$ cat src/sv/kiee_pkg.sv
// Shared types, key codes and control word layout for the keypad expression evaluator.
package kiee_pkg;

	localparam int VAL_W           = 16;
	localparam int KEY_W           = 8;
	localparam int OPC_W           = 2;
	localparam int UPC_W           = 5;
	localparam int STACK_DEPTH_DEF = 4;

	localparam logic [KEY_W-1:0] KEY_ZERO = 8'd48;
	localparam logic [KEY_W-1:0] KEY_NINE = 8'd57;
	localparam logic [KEY_W-1:0] KEY_ADD  = 8'd43;
	localparam logic [KEY_W-1:0] KEY_SUB  = 8'd45;
	localparam logic [KEY_W-1:0] KEY_MUL  = 8'd42;
	localparam logic [KEY_W-1:0] KEY_DIV  = 8'd47;
	localparam logic [KEY_W-1:0] KEY_EVAL = 8'd61;

	// operator codes; bit 1 is the precedence class (1: * and /)
	localparam logic [OPC_W-1:0] OPC_ADD = 2'd0;
	localparam logic [OPC_W-1:0] OPC_SUB = 2'd1;
	localparam logic [OPC_W-1:0] OPC_MUL = 2'd2;
	localparam logic [OPC_W-1:0] OPC_DIV = 2'd3;

	typedef enum logic [3:0] {
		C_NEVER,
		C_ALWAYS,
		C_NO_TAKE,
		C_DIGIT,
		C_OP,
		C_EVAL,
		C_OP_DONE,
		C_OPS_EMPTY,
		C_DIV_BUSY,
		C_IS_EVAL,
		C_OUT_FULL
	} cond_t;

	typedef enum logic [2:0] {
		OP_NONE,
		OP_DIGIT,
		OP_PUSH_ACC,
		OP_POP_ARGS,
		OP_EXEC,
		OP_PUSH_RES,
		OP_PUSH_OP,
		OP_EMIT
	} dp_op_t;

	typedef struct packed {
		cond_t             cond;
		logic [UPC_W-1:0]  target;
		logic              take;
		dp_op_t            op;
	} ctl_t;

	typedef struct packed {
		logic is_digit;
		logic is_op;
		logic is_eval;
		logic op_done;
		logic ops_empty;
		logic div_busy;
	} stat_t;

	function automatic logic key_is_digit(input logic [KEY_W-1:0] k);
		return (k >= KEY_ZERO) && (k <= KEY_NINE);
	endfunction

	function automatic logic key_is_oper(input logic [KEY_W-1:0] k);
		return (k == KEY_ADD) || (k == KEY_SUB) || (k == KEY_MUL) || (k == KEY_DIV);
	endfunction

	function automatic logic [OPC_W-1:0] key_opc(input logic [KEY_W-1:0] k);
		logic [OPC_W-1:0] c;
		case (k)
			KEY_SUB: c = OPC_SUB;
			KEY_MUL: c = OPC_MUL;
			KEY_DIV: c = OPC_DIV;
			default: c = OPC_ADD;
		endcase
		return c;
	endfunction

endpackage

$ cat src/sv/keypad_infix_expression_evaluator_top.sv
// Top level of the keypad infix expression evaluator.
//
//  channel   dir  signals                      content
//  s_*       in   s_tvalid s_tready s_tdata    one key code per item
//  m_*       out  m_tvalid m_tready m_tdata    result of '=' (value)
//                 m_tuser                      division-by-zero flag
//
// Digits, ignored keys, operators and '=' each follow their own microcode
// path; an operator or '=' runs one reduction per operator it pops, and a
// division in a reduction runs on the one-bit-per-cycle divider. At most two
// reductions and one division per item.
// Items are taken one at a time, only at the idle step of the microprogram.
// A waiting result does not block input; only '=' stalls until the output
// register is empty. Reset clears the step counter, counts and flags.
module keypad_infix_expression_evaluator_top
	import kiee_pkg::*;
#(
	parameter int STACK_DEPTH = STACK_DEPTH_DEF
) (
	input  logic             clk,
	input  logic             arst_n,
	input  logic             s_tvalid,
	output logic             s_tready,
	input  logic [KEY_W-1:0] s_tdata,   // [7:0] key_code
	output logic             m_tvalid,
	input  logic             m_tready,
	output logic [VAL_W-1:0] m_tdata,   // [15:0] value
	output logic [0:0]       m_tuser    // [0] divide_by_zero
);

	ctl_t             ctl;
	stat_t            stat;
	logic             accept;
	logic             out_wr;
	logic [VAL_W-1:0] out_value;
	logic             out_flag;

	logic             m_tvalid_q;
	logic [VAL_W-1:0] m_tdata_q;
	logic             m_tuser_q;

	// the idle step is the only one that takes an item
	assign s_tready = ctl.take;
	assign accept   = s_tvalid && ctl.take;

	kiee_seq u_seq (
		.clk      (clk),
		.arst_n   (arst_n),
		.accept   (accept),
		.out_full (m_tvalid_q),
		.stat     (stat),
		.ctl      (ctl)
	);

	kiee_dp #(
		.STACK_DEPTH (STACK_DEPTH)
	) u_dp (
		.clk       (clk),
		.arst_n    (arst_n),
		.ctl       (ctl),
		.accept    (accept),
		.key       (s_tdata),
		.stat      (stat),
		.out_wr    (out_wr),
		.out_value (out_value),
		.out_flag  (out_flag)
	);

	// output register; the sequencer only writes it when empty
	always_ff @(posedge clk or negedge arst_n) begin
		if (!arst_n) begin
			m_tvalid_q <= 1'b0;
		end else if (out_wr) begin
			m_tvalid_q <= 1'b1;
		end else if (m_tready) begin
			m_tvalid_q <= 1'b0;
		end
	end

	always_ff @(posedge clk) begin
		if (out_wr) begin
			m_tdata_q <= out_value;
			m_tuser_q <= out_flag;
		end
	end

	assign m_tvalid   = m_tvalid_q;
	assign m_tdata    = m_tdata_q;
	assign m_tuser[0] = m_tuser_q;

	// a result is never written over one still waiting
	a_no_overwrite: assert property (@(posedge clk) disable iff (!arst_n)
		(ctl.op == OP_EMIT) |-> !m_tvalid_q)
		else $error("result written while output register full");

	// after taking a key the sequencer leaves the idle step
	a_one_at_a_time: assert property (@(posedge clk) disable iff (!arst_n)
		(s_tvalid && s_tready) |=> !s_tready)
		else $error("input taken on consecutive cycles");

	// a result only appears after the emit step
	a_out_from_emit: assert property (@(posedge clk) disable iff (!arst_n)
		$rose(m_tvalid) |-> $past(ctl.op == OP_EMIT))
		else $error("result appeared without emit step");

endmodule

$ cat src/sv/kiee_div.sv
// Iterative restoring divider, one quotient bit per cycle.
module kiee_div
	import kiee_pkg::*;
(
	input  logic             clk,
	input  logic             arst_n,
	input  logic             start,
	input  logic [VAL_W-1:0] dividend,
	input  logic [VAL_W-1:0] divisor,
	output logic             busy,
	output logic [VAL_W-1:0] quot
);

	localparam int CW = $clog2(VAL_W + 1);

	logic [VAL_W-1:0] rem_q, quo_q, dvs_q;
	logic [CW-1:0]    cnt_q;
	logic             busy_q;
	logic [VAL_W:0]   shifted;
	logic [VAL_W+1:0] diff;

	assign shifted = {rem_q, quo_q[VAL_W-1]};
	assign diff    = {1'b0, shifted} - {2'b00, dvs_q};

	always_ff @(posedge clk or negedge arst_n) begin
		if (!arst_n) begin
			busy_q <= 1'b0;
			cnt_q  <= '0;
		end else if (start) begin
			busy_q <= 1'b1;
			cnt_q  <= CW'(VAL_W);
		end else if (busy_q) begin
			cnt_q <= cnt_q - CW'(1);
			if (cnt_q == CW'(1)) begin
				busy_q <= 1'b0;
			end
		end
	end

	always_ff @(posedge clk) begin
		if (start) begin
			rem_q <= '0;
			quo_q <= dividend;
			dvs_q <= divisor;
		end else if (busy_q) begin
			if (!diff[VAL_W+1]) begin
				rem_q <= diff[VAL_W-1:0];
				quo_q <= {quo_q[VAL_W-2:0], 1'b1};
			end else begin
				rem_q <= shifted[VAL_W-1:0];
				quo_q <= {quo_q[VAL_W-2:0], 1'b0};
			end
		end
	end

	// zero divisor leaves all ones in the quotient
	assign busy = busy_q;
	assign quot = quo_q;

endmodule

$ cat src/sv/kiee_seq.sv
// Microcode sequencer: step counter, control store and branch logic.
module kiee_seq
	import kiee_pkg::*;
(
	input  logic  clk,
	input  logic  arst_n,
	input  logic  accept,
	input  logic  out_full,
	input  stat_t stat,
	output ctl_t  ctl
);

	localparam logic [UPC_W-1:0] S_IDLE  = 5'd0;
	localparam logic [UPC_W-1:0] S_D1    = 5'd1;
	localparam logic [UPC_W-1:0] S_D2    = 5'd2;
	localparam logic [UPC_W-1:0] S_D3    = 5'd3;
	localparam logic [UPC_W-1:0] S_IGN   = 5'd4;
	localparam logic [UPC_W-1:0] S_DIGIT = 5'd5;
	localparam logic [UPC_W-1:0] S_O0    = 5'd6;
	localparam logic [UPC_W-1:0] S_O1    = 5'd7;
	localparam logic [UPC_W-1:0] S_OLOOP = 5'd8;
	localparam logic [UPC_W-1:0] S_R0    = 5'd9;
	localparam logic [UPC_W-1:0] S_R1    = 5'd10;
	localparam logic [UPC_W-1:0] S_R2    = 5'd11;
	localparam logic [UPC_W-1:0] S_R3    = 5'd12;
	localparam logic [UPC_W-1:0] S_R4    = 5'd13;
	localparam logic [UPC_W-1:0] S_R5    = 5'd14;
	localparam logic [UPC_W-1:0] S_OPUSH = 5'd15;
	localparam logic [UPC_W-1:0] S_E0    = 5'd16;
	localparam logic [UPC_W-1:0] S_E1    = 5'd17;
	localparam logic [UPC_W-1:0] S_ELOOP = 5'd18;
	localparam logic [UPC_W-1:0] S_EJMP  = 5'd19;
	localparam logic [UPC_W-1:0] S_EWAIT = 5'd20;
	localparam logic [UPC_W-1:0] S_EOUT  = 5'd21;

	function automatic ctl_t cw(input cond_t c, input logic [UPC_W-1:0] t,
		input logic tk, input dp_op_t o);
		ctl_t w;
		w.cond   = c;
		w.target = t;
		w.take   = tk;
		w.op     = o;
		return w;
	endfunction

	function automatic ctl_t ucode(input logic [UPC_W-1:0] a);
		ctl_t w;
		case (a)
			S_IDLE:  w = cw(C_NO_TAKE,   S_IDLE,  1'b1, OP_NONE);
			S_D1:    w = cw(C_DIGIT,     S_DIGIT, 1'b0, OP_NONE);
			S_D2:    w = cw(C_OP,        S_O0,    1'b0, OP_NONE);
			S_D3:    w = cw(C_EVAL,      S_E0,    1'b0, OP_NONE);
			S_IGN:   w = cw(C_ALWAYS,    S_IDLE,  1'b0, OP_NONE);
			S_DIGIT: w = cw(C_ALWAYS,    S_IDLE,  1'b0, OP_DIGIT);
			S_O0:    w = cw(C_NEVER,     S_IDLE,  1'b0, OP_PUSH_ACC);
			S_O1:    w = cw(C_NEVER,     S_IDLE,  1'b0, OP_NONE);
			S_OLOOP: w = cw(C_OP_DONE,   S_OPUSH, 1'b0, OP_NONE);
			S_R0:    w = cw(C_NEVER,     S_IDLE,  1'b0, OP_POP_ARGS);
			S_R1:    w = cw(C_NEVER,     S_IDLE,  1'b0, OP_EXEC);
			S_R2:    w = cw(C_DIV_BUSY,  S_R2,    1'b0, OP_NONE);
			S_R3:    w = cw(C_NEVER,     S_IDLE,  1'b0, OP_PUSH_RES);
			S_R4:    w = cw(C_IS_EVAL,   S_ELOOP, 1'b0, OP_NONE);
			S_R5:    w = cw(C_ALWAYS,    S_OLOOP, 1'b0, OP_NONE);
			S_OPUSH: w = cw(C_ALWAYS,    S_IDLE,  1'b0, OP_PUSH_OP);
			S_E0:    w = cw(C_NEVER,     S_IDLE,  1'b0, OP_PUSH_ACC);
			S_E1:    w = cw(C_NEVER,     S_IDLE,  1'b0, OP_NONE);
			S_ELOOP: w = cw(C_OPS_EMPTY, S_EWAIT, 1'b0, OP_NONE);
			S_EJMP:  w = cw(C_ALWAYS,    S_R0,    1'b0, OP_NONE);
			S_EWAIT: w = cw(C_OUT_FULL,  S_EWAIT, 1'b0, OP_NONE);
			S_EOUT:  w = cw(C_ALWAYS,    S_IDLE,  1'b0, OP_EMIT);
			default: w = cw(C_ALWAYS,    S_IDLE,  1'b0, OP_NONE);
		endcase
		return w;
	endfunction

	logic [UPC_W-1:0] upc_q;
	logic             jmp;

	assign ctl = ucode(upc_q);

	always_comb begin
		case (ctl.cond)
			C_ALWAYS:    jmp = 1'b1;
			C_NO_TAKE:   jmp = !accept;
			C_DIGIT:     jmp = stat.is_digit;
			C_OP:        jmp = stat.is_op;
			C_EVAL:      jmp = stat.is_eval;
			C_OP_DONE:   jmp = stat.op_done;
			C_OPS_EMPTY: jmp = stat.ops_empty;
			C_DIV_BUSY:  jmp = stat.div_busy;
			C_IS_EVAL:   jmp = stat.is_eval;
			C_OUT_FULL:  jmp = out_full;
			default:     jmp = 1'b0;
		endcase
	end

	always_ff @(posedge clk or negedge arst_n) begin
		if (!arst_n) begin
			upc_q <= S_IDLE;
		end else begin
			upc_q <= jmp ? ctl.target : upc_q + UPC_W'(1);
		end
	end

endmodule

$ cat src/sv/kiee_dp.sv
// Datapath: operand register, value and operator stacks, ALU and divider.
module kiee_dp
	import kiee_pkg::*;
#(
	parameter int STACK_DEPTH = STACK_DEPTH_DEF
) (
	input  logic             clk,
	input  logic             arst_n,
	input  ctl_t             ctl,
	input  logic             accept,
	input  logic [KEY_W-1:0] key,
	output stat_t            stat,
	output logic             out_wr,
	output logic [VAL_W-1:0] out_value,
	output logic             out_flag
);

	localparam int AW    = (STACK_DEPTH > 1) ? $clog2(STACK_DEPTH) : 1;
	localparam int CNT_W = $clog2(STACK_DEPTH + 1);

	logic [KEY_W-1:0] key_q;
	logic [VAL_W-1:0] acc_q;
	logic [CNT_W-1:0] vcnt_q, ocnt_q;
	logic             err_q;
	logic [VAL_W-1:0] lhs_q, rhs_q, res_q;
	logic [OPC_W-1:0] code_q;

	logic [VAL_W-1:0] vmem [STACK_DEPTH];
	logic [OPC_W-1:0] omem [STACK_DEPTH];
	logic [VAL_W-1:0] rd_a_q, rd_b_q;
	logic [OPC_W-1:0] rd_op_q;

	logic [CNT_W-1:0] vm1, vm2, om1;
	logic             v_room, o_room;
	logic             vwe, owe;
	logic [VAL_W-1:0] vwd, push_val, alu;
	logic [2*VAL_W-1:0] prod;
	logic             div_start, div_busy, div_zero;
	logic [VAL_W-1:0] quot;
	logic [OPC_W-1:0] new_opc;

	assign vm1     = vcnt_q - CNT_W'(1);
	assign vm2     = vcnt_q - CNT_W'(2);
	assign om1     = ocnt_q - CNT_W'(1);
	assign v_room  = vcnt_q < CNT_W'(STACK_DEPTH);
	assign o_room  = ocnt_q < CNT_W'(STACK_DEPTH);
	assign new_opc = key_opc(key_q);

	// reduction result
	assign div_zero = (rhs_q == '0);
	assign push_val = (code_q == OPC_DIV) ? (div_zero ? '1 : quot) : res_q;

	assign vwe = ((ctl.op == OP_PUSH_ACC) || (ctl.op == OP_PUSH_RES)) && v_room;
	assign vwd = (ctl.op == OP_PUSH_ACC) ? acc_q : push_val;
	assign owe = (ctl.op == OP_PUSH_OP) && o_room;

	always_ff @(posedge clk) begin
		if (vwe) begin
			vmem[vcnt_q[AW-1:0]] <= vwd;
		end
		rd_a_q <= vmem[vm1[AW-1:0]];
		rd_b_q <= vmem[vm2[AW-1:0]];
	end

	always_ff @(posedge clk) begin
		if (owe) begin
			omem[ocnt_q[AW-1:0]] <= new_opc;
		end
		rd_op_q <= omem[om1[AW-1:0]];
	end

	assign prod = lhs_q * rhs_q;
	always_comb begin
		case (code_q)
			OPC_ADD: alu = lhs_q + rhs_q;
			OPC_SUB: alu = lhs_q - rhs_q;
			default: alu = prod[VAL_W-1:0];
		endcase
	end

	assign div_start = (ctl.op == OP_EXEC) && (code_q == OPC_DIV);

	kiee_div u_div (
		.clk      (clk),
		.arst_n   (arst_n),
		.start    (div_start),
		.dividend (lhs_q),
		.divisor  (rhs_q),
		.busy     (div_busy),
		.quot     (quot)
	);

	always_ff @(posedge clk) begin
		if (accept) begin
			key_q <= key;
		end
		if (ctl.op == OP_POP_ARGS) begin
			code_q <= rd_op_q;
			rhs_q  <= (vcnt_q >= CNT_W'(1)) ? rd_a_q : '0;
			lhs_q  <= (vcnt_q >= CNT_W'(2)) ? rd_b_q : '0;
		end
		if (ctl.op == OP_EXEC) begin
			res_q <= alu;
		end
	end

	always_ff @(posedge clk or negedge arst_n) begin
		if (!arst_n) begin
			acc_q  <= '0;
			vcnt_q <= '0;
			ocnt_q <= '0;
			err_q  <= 1'b0;
		end else begin
			case (ctl.op)
				OP_DIGIT: begin
					// acc*10 + digit; low nibble of '0'..'9' is the digit
					acc_q <= VAL_W'({acc_q, 3'b000}) + VAL_W'({acc_q, 1'b0})
						+ VAL_W'(key_q[3:0]);
				end
				OP_PUSH_ACC: begin
					acc_q <= '0;
					if (v_room) begin
						vcnt_q <= vcnt_q + CNT_W'(1);
					end
				end
				OP_POP_ARGS: begin
					ocnt_q <= om1;
					vcnt_q <= (vcnt_q >= CNT_W'(2)) ? vm2 : '0;
				end
				OP_PUSH_RES: begin
					if (v_room) begin
						vcnt_q <= vcnt_q + CNT_W'(1);
					end
					if ((code_q == OPC_DIV) && div_zero) begin
						err_q <= 1'b1;
					end
				end
				OP_PUSH_OP: begin
					if (o_room) begin
						ocnt_q <= ocnt_q + CNT_W'(1);
					end
				end
				OP_EMIT: begin
					acc_q  <= '0;
					vcnt_q <= '0;
					ocnt_q <= '0;
					err_q  <= 1'b0;
				end
				default: begin
				end
			endcase
		end
	end

	// the reduction loop ends when the operator stack is empty or the new operator binds tighter than the top one
	assign stat.is_digit  = key_is_digit(key_q);
	assign stat.is_op     = key_is_oper(key_q);
	assign stat.is_eval   = (key_q == KEY_EVAL);
	assign stat.ops_empty = (ocnt_q == '0);
	assign stat.op_done   = (ocnt_q == '0) || (new_opc[1] && !rd_op_q[1]);
	assign stat.div_busy  = div_busy;

	assign out_wr    = (ctl.op == OP_EMIT);
	assign out_value = (vcnt_q != '0) ? rd_a_q : '0;
	assign out_flag  = err_q;

endmodule

$ cat config.mk
export PLATFORM = sky130hd
export DESIGN_NAME = keypad_infix_expression_evaluator_top
export DESIGN_NICKNAME = d
export VERILOG_FILES = /design/src/sv/kiee_pkg.sv /design/src/sv/keypad_infix_expression_evaluator_top.sv /design/src/sv/kiee_div.sv /design/src/sv/kiee_seq.sv /design/src/sv/kiee_dp.sv
export SDC_FILE = /design/constraint.sdc
export NUM_CORES = 1
export LEC_CHECK = 0
export ABC_AREA = 1
export BUFFER_PORTS_ARGS = -buffer_cell sky130_fd_sc_hd__buf_2
export CAP_MARGIN = 10
export CORE_ASPECT_RATIO = 2
export CORE_MARGIN = 5
export CORE_UTILIZATION = 67
export CTS_CLUSTER_SIZE = 25
export DETAILED_ROUTE_END_ITERATION = 16
export PLACE_DENSITY = 0.93
export SYNTH_ARGS = -nofsm -noshare
export SYNTH_HDL_FRONTEND = slang
export SYNTH_SLANG_ARGS = --single-unit
$ cat constraint.sdc
create_clock -name clk -period 9.59 [get_ports clk]
set_input_delay 0.959 -clock clk [delete_from_list [all_inputs] [get_ports clk]]
set_output_delay 0.959 -clock clk [all_outputs]
set_load 0.005 [all_outputs]
======== After elaboration in Yosys (flattened, before gate mapping) ========
Memories as Yosys holds them, arrays and structs flattened. A register that Yosys moved wholly into a read port is not among the register bits.
Cells that the tools add are included.
word-level totals
  memories ................................ 3
  RAM bits ................................ 72
  output and inout bits ................... 19
  word-level logic and storage cells ...... 128
  bits in registers ....................... 158
  input port bits ......................... 12
  bits in read-only memories .............. 416
memories
  name              depth  bits a word  read ports  clocked after Yosys merged registers in  write ports  RTL line        source
  (name not given)  32     13           1           0                                        0            kiee_seq.sv:48  case (a)
  u_dp.vmem         4      16           2           2                                        1            kiee_dp.sv:28   logic [VAL_W-1:0] vmem [STACK_DEPTH];
  u_dp.omem         4      2            1           1                                        1            kiee_dp.sv:29   logic [OPC_W-1:0] omem [STACK_DEPTH];
operators by class
  muxes and demuxes ....................... 30
  $lt $le $gt $ge ......................... 6
  equality and inequality tests ........... 28
  reductions and logical operators ........ 30
  multipliers ............................. 1
  $add $sub $neg .......................... 12
operators with widths
  cell                 number
  $mux 16              6
  $pmux 16 s2          2
  $eq 8x6->1 const B   5
  $add 16x16->16       2
  $pmux 3 s3           2
  $sub 17x16->18       1
  $add 16x4->16        1
  $eq 4x3->1 const B   4
  $logic_not 16->1     1
  $mul 16x16->16       1
  $sub 16x16->16       1
  $mux 5               3
  $eq 3x3->1 const B   4
  $eq 4x4->1 const B   3
  $mux 1               11
  $mux 3               3
  $pmux 1 s9           1
  $reduce_bool 3->1    3
  $eq 4x2->1 const B   2
  $ge 8x6->1 const B   1
  $le 8x6->1 const B   1
  $reduce_bool 2->1    4
  $logic_and 1x1->1    7
  $add 3x1->3 const B  2
  24 further kinds     36

======== Longest topological paths before layout ========
  word-level depth ........................ 6
  gate-level depth with buffers ........... 27
  depth with buffers taken out ............ 26

======== Cells and area by module ========
From an unflattened synthesis, not the netlist that was laid out.
second synthesis, totals
  cells, all modules ...................... 2271
  area total of the unflattened synthesis .. 18701.7 µm²
modules (own cells, without submodules)
  module                                 cells an instance  times used  seq. area each (µm²)  area an instance (µm²)
  kiee_dp                                1691               1           5159.9                13925.9
  kiee_div                               430                1           1431.4                3405.8
  kiee_seq                               126                1           125.1                 812.0
  keypad_infix_expression_evaluator_top  24                 1           535.5                 558.0

======== Worst setup path before layout ========
No wires, ideal clock.
  kind .................................... register -> register
  start point ............................. register u_dp.rhs_q[1]
  end point ............................... register u_dp.res_q[13] (data pin)
  path buffers ............................ 2
  setup slack ............................. 4254 ps
  stages on the path, launching flop included .. 23
  library setup time ...................... 256 ps
  required time ........................... 9334 ps
  period minus slack after synthesis ...... 5336 ps
  arrival time ............................ 5080 ps
  cell sequence ........................... edfxtp_1 -> clkbuf_1 -> clkbuf_1 -> nand2_1 -> fa_1 -> fa_1 -> fa_1 -> inv_1 -> ha_1 -> fa_1 -> inv_1 -> fa_1 -> inv_1 -> ha_1 -> nand2_1 -> o21ai_0 -> a21o_1 -> nand2_1 -> nand2_1 -> a21oi_1 -> or2_2 -> nand3_1 -> nand2_1
on the way
  cells in the longest elaborated chain, start to end .. 2
  elaborated cells between the ends (all ways) .. 4
  classes of those cells .................. 2 x add/sub; 1 x mul; 1 x mux
ends and longest elaborated chain
  what                                    RTL line        source
  start: declaration                      kiee_dp.sv:25   logic [VAL_W-1:0] lhs_q, rhs_q, res_q;
  start signal: assignment                kiee_dp.sv:99   rhs_q <= (vcnt_q >= CNT_W'(1)) ? rd_a_q : '0;
  $mul 16x16->16 (tied with other cells)  kiee_dp.sv:72   assign prod = lhs_q * rhs_q;
  $pmux 16 s2 *                           kiee_dp.sv:74   case (code_q)
  via u_dp.alu[13]                        kiee_dp.sv:36   logic [VAL_W-1:0] vwd, push_val, alu;
  end signal: assignment                  kiee_dp.sv:103  res_q <= alu;
  end: declaration                        kiee_dp.sv:25
The timed path passes the listed nets; every way through them passes the cells marked *.
A chain may end at the register's enable or synchronous reset.

======== Worst setup path after layout ========
  start point ............................. register u_dp.rhs_q[2]
  end point ............................... register u_dp.res_q[13] (data pin)
The elaborated chain is that of the path after synthesis.

==> impl_metrics.xml <==
<?xml version="1.0" encoding="UTF-8"?>
<metrics>
  <group name="floorplanning">
    <metric name="pin_count" unit="">31</metric>
    <metric name="effective_utilization_at_floorplan" unit="%">67.8</metric>
    <metric name="die_height" unit="um">243</metric>
    <metric name="core_area" unit="um^2">26800</metric>
    <metric name="die_width" unit="um">126</metric>
    <metric name="floorplan.rows" unit="">85</metric>
    <metric name="die_ar" unit="um^2">30700</metric>
  </group>
  <group name="critical_path">
    <metric name="critical_path_peak_fanout" unit="">19</metric>
    <metric name="setup.worst_path.end_class" unit="">register</metric>
    <metric name="cp_data_arrival_time" unit="ns">6.29</metric>
    <metric name="path_class" unit="">reg2reg</metric>
    <metric name="crit_path_start_kind" unit="">register</metric>
    <metric name="cp.required" unit="ns">9.88</metric>
  </group>
  <group name="yosys">
    <metric name="synth_commonest_cells" unit="">nand2_1, inv_1, nor2_1</metric>
    <metric name="synth-edff-count" unit="">179</metric>
    <metric name="postSynthCellCount" unit="">2170</metric>
    <metric name="synth_cell_types" unit="">52</metric>
    <metric name="average_cell_area_after_synthesis" unit="um^2">8.37</metric>
    <metric name="async_reset_ff_share" unit="%">13.3</metric>
    <metric name="synth_seq_cells" unit="">264</metric>
    <metric name="synth_largest_type_area_fraction" unit="%">29.6</metric>
    <metric name="synth.largest_area_cell" unit="">edfxtp_1</metric>
    <metric name="ys_dominant_reg_cell" unit="">edfxtp_1</metric>
    <metric name="post_synth_main_area_contributors" unit="">edfxtp_1, nand2_1, fa_1, ha_1, inv_1</metric>
    <metric name="synth-warning-count" unit="">0</metric>
    <metric name="yosysSeqAreaShare" unit="%">39.9</metric>
    <metric name="netlist_area" unit="um^2">18200</metric>
    <metric name="synth_fp_nets" unit="">2390</metric>
    <metric name="yosys.cell_count.top_type" unit="">nand2_1</metric>
  </group>
  <group name="pwr">
    <metric name="power_density" unit="nW/um^2">302</metric>
    <metric name="power.clock.fraction" unit="%">17.7</metric>
    <metric name="ir_drop_worst_case_vdd" unit="V">0.000279</metric>
    <metric name="power_leakage" unit="nW">9.37</metric>
    <metric name="switching_share" unit="%">45.5</metric>
    <metric name="p_sw" unit="W">0.00266</metric>
    <metric name="total_power_after_layout" unit="W">0.00585</metric>
    <metric name="internal_power" unit="W">0.00319</metric>
    <metric name="seq_power_share" unit="%">30.2</metric>
    <metric name="logic_gate_share_of_total_power" unit="%">52.1</metric>
  </group>
  <group name="detailed_routing">
    <metric name="avgRoutedWirePerCell" unit="um">19.8</metric>
    <metric name="detailedRoute.firstIterationViolations" unit="">1503</metric>
    <metric name="vias_per_cell" unit="">6.13</metric>
    <metric name="wl" unit="um">50000</metric>
    <metric name="post-route-drc-count" unit="">0</metric>
    <metric name="drt_pass1_iterations" unit="">6</metric>
    <metric name="route.antenna.remaining_nets" unit="">0</metric>
    <metric name="total_number_of_vias" unit="">15478</metric>
  </group>
  <group name="clocking">
    <metric name="resize_count_post_cts" unit="">0</metric>
    <metric name="clock_tree.htree_level_count" unit="">1</metric>
    <metric name="cts_root_buffer" unit="">clkbuf_16</metric>
    <metric name="cts_hold_buffers" unit="">0</metric>
    <metric name="cts_max_path_buffers" unit="">3</metric>
    <metric name="clk-insertion-delay-late" unit="ns">0.54</metric>
    <metric name="tritoncts.num_buffers" unit="">24</metric>
    <metric name="worst_setup_hold_path_clk_slew" unit="ns">0.07</metric>
    <metric name="cts_tree" unit="">done</metric>
    <metric name="post_cts.repair.setup_buffers" unit="">0</metric>
    <metric name="number_of_sinks_driven_by_the_clock_tree" unit="">264</metric>
  </group>
  <group name="sta">
    <metric name="relSlewSlack" unit="%">20.8</metric>
    <metric name="share_of_the_cycle_needed_by_the_critical_path_after_routing" unit="%">62.5</metric>
    <metric name="timing.final.setup_violations" unit="">0</metric>
    <metric name="rsz0062_at_grt" unit="">false</metric>
    <metric name="tns" unit="ns">0</metric>
    <metric name="finalWorstPathRequiredPeriod" unit="ns">5.99</metric>
    <metric name="finalClockSkew" unit="ns">0.0141</metric>
    <metric name="achievable-frequency" unit="MHz">167</metric>
    <metric name="worstMarginPinSlew" unit="ns">1.18</metric>
    <metric name="slew_violations" unit="">0</metric>
    <metric name="timing_hold_violations_final" unit="">0</metric>
  </group>
  <group name="layout">
    <metric name="antennaDiodeCount" unit="">0</metric>
    <metric name="synthToLayoutAreaGrowth" unit="%">6.51</metric>
    <metric name="fill_cells" unit="">1906</metric>
    <metric name="final-instance-count-excl-fill" unit="">2527</metric>
    <metric name="final_layout_size_suffix_gt1_share" unit="%">6.15</metric>
    <metric name="largest_reg_flops" unit="">64</metric>
    <metric name="final_net_count" unit="">2381</metric>
  </group>
  <group name="global_route">
    <metric name="global_route_wire_length_before_repair" unit="um">79000</metric>
    <metric name="grt.overflow.total" unit="">0</metric>
    <metric name="global_route.usage.total" unit="%">32.6</metric>
    <metric name="via_count_of_the_first_global_routing_pass" unit="">15692</metric>
    <metric name="grt_max_degree" unit="">68</metric>
    <metric name="number_of_antenna_violations_at_the_first_check_in_global_routing" unit="">0</metric>
  </group>
  <group name="place">
    <metric name="port-buffer-count" unit="">30</metric>
    <metric name="finalWeightedCongestion" unit="">1.01</metric>
    <metric name="dp.cells" unit="">2481</metric>
    <metric name="dp_hpwl" unit="um">35900</metric>
  </group>
  <group name="worst_hold_path">
    <metric name="hp-class" unit="">reg2reg</metric>
  </group>
  <group name="status">
    <metric name="outcome" unit="">finished clean</metric>
  </group>
  <group name="job">
    <metric name="drv_cap" unit="">0</metric>
  </group>
</metrics>
logic make-up after synthesis:
group	Yosys count	share of synthesized area (%)
XOR/XNOR	49	2.36
AO/OA/AOI/OAI	338	10.7
adder cells (fa/ha/maj)	208	17.8
buffers and inverters	473	10.1
flip-flops	264	39.9
AND/OR/NAND/NOR	838	19.1
worst paths after layout:
kind,startpoint,end,slack (ns),depth (start not counted)
hold / removal,u_dp.rd_op_q[0],u_dp.code_q[0],0.43,0
setup / recovery,u_dp.rhs_q[2],u_dp.res_q[13],3.60,20
max in group asynchronous,arst_n,u_dp.acc_q[6],8.48,1
hold reg to reg,u_dp.rd_op_q[0],u_dp.code_q[0],0.43,0
min in group asynchronous,arst_n,u_seq.upc_q[4],0.53,1
setup reg to reg,u_dp.rhs_q[2],u_dp.res_q[13],3.60,20
cell type report:
cell class              instances  area, um^2  share of cell area [%]
flip-flops and latches        264        7250                    37.5
inverters                     400        1500                    7.77
repair buffers                 38         210                    1.09
clock inverters                14         195                    1.01
multi-input cells            1433        9090                    47.0
clock buffers                  30         654                    3.38
well taps                     348         435                    2.25
cells in the final DEF, fill, tap and decap left out, drive strengths merged, types with 6 or more instances in the layout:
master and instances:
nand2 498, inv 399, nor2 223, edfxtp 179, o21ai 156, ha 124, fa 84, nand3 75
a21oi 70, dfxtp 50, o22ai 45, buf 36, dfrtp 35, o211ai 34, clkbuf 32, xor2 31
xnor2 18, nand4 17, nor3 10, clkinv 8, nand3b 6
critical path, stage by stage, from the launching register on:
cell	delay, ns
edfxtp_1	0.93
nand2_1	0.18
fa_1	0.62
fa_1	0.46
fa_1	0.51
inv_1	0.04
ha_1	0.32
fa_1	0.54
inv_1	0.06
fa_1	0.53
inv_1	0.05
ha_1	0.35
nand2_1	0.09
o21ai_0	0.32
a21o_1	0.14
nand2_1	0.06
nand2_1	0.06
a21oi_1	0.06
or2_2	0.28
nand3_1	0.07
nand2_1	0.06
power groups by stage:
stage          sequential (W)  combinational [W]  clock, W
2_1_floorplan         0.00168            0.00225         0
3_3_place_gp          0.00176            0.00281         0
3_5_place_dp          0.00177            0.00294         0
4_1_cts               0.00175            0.00299   0.00103
5_1_grt               0.00178            0.00342   0.00108
6_report              0.00177            0.00305   0.00103
stage by stage:
stage | util [%] | instance area [um^2] | worst slack, ns | hold slack, ns
after floorplan | - | 18200 | 4.25 | 0.386
after global placement | 69.0 | 18500 | 3.78 | 0.403
after detailed placement | 69.0 | 18500 | 3.67 | 0.390
after CTS | 72.1 | 19300 | 3.66 | 0.426
after global routing | 72.2 | 19300 | 3.40 | 0.425
final | 72.2 | 19300 | 3.60 | 0.426
layer usage:
layer | track usage [%] | vias to the layer above | routed length (um)
met2 | 59.7 | 977 | 26400
met3 | 5.37 | 310 | 4000
li1 | - | 6951 | -
met4 | 22.9 | 0 | 4610
met1 | 32.9 | 7240 | 15000
met5 | 0 | - | 0
Note: power is estimated with default switching activity, not from simulation.
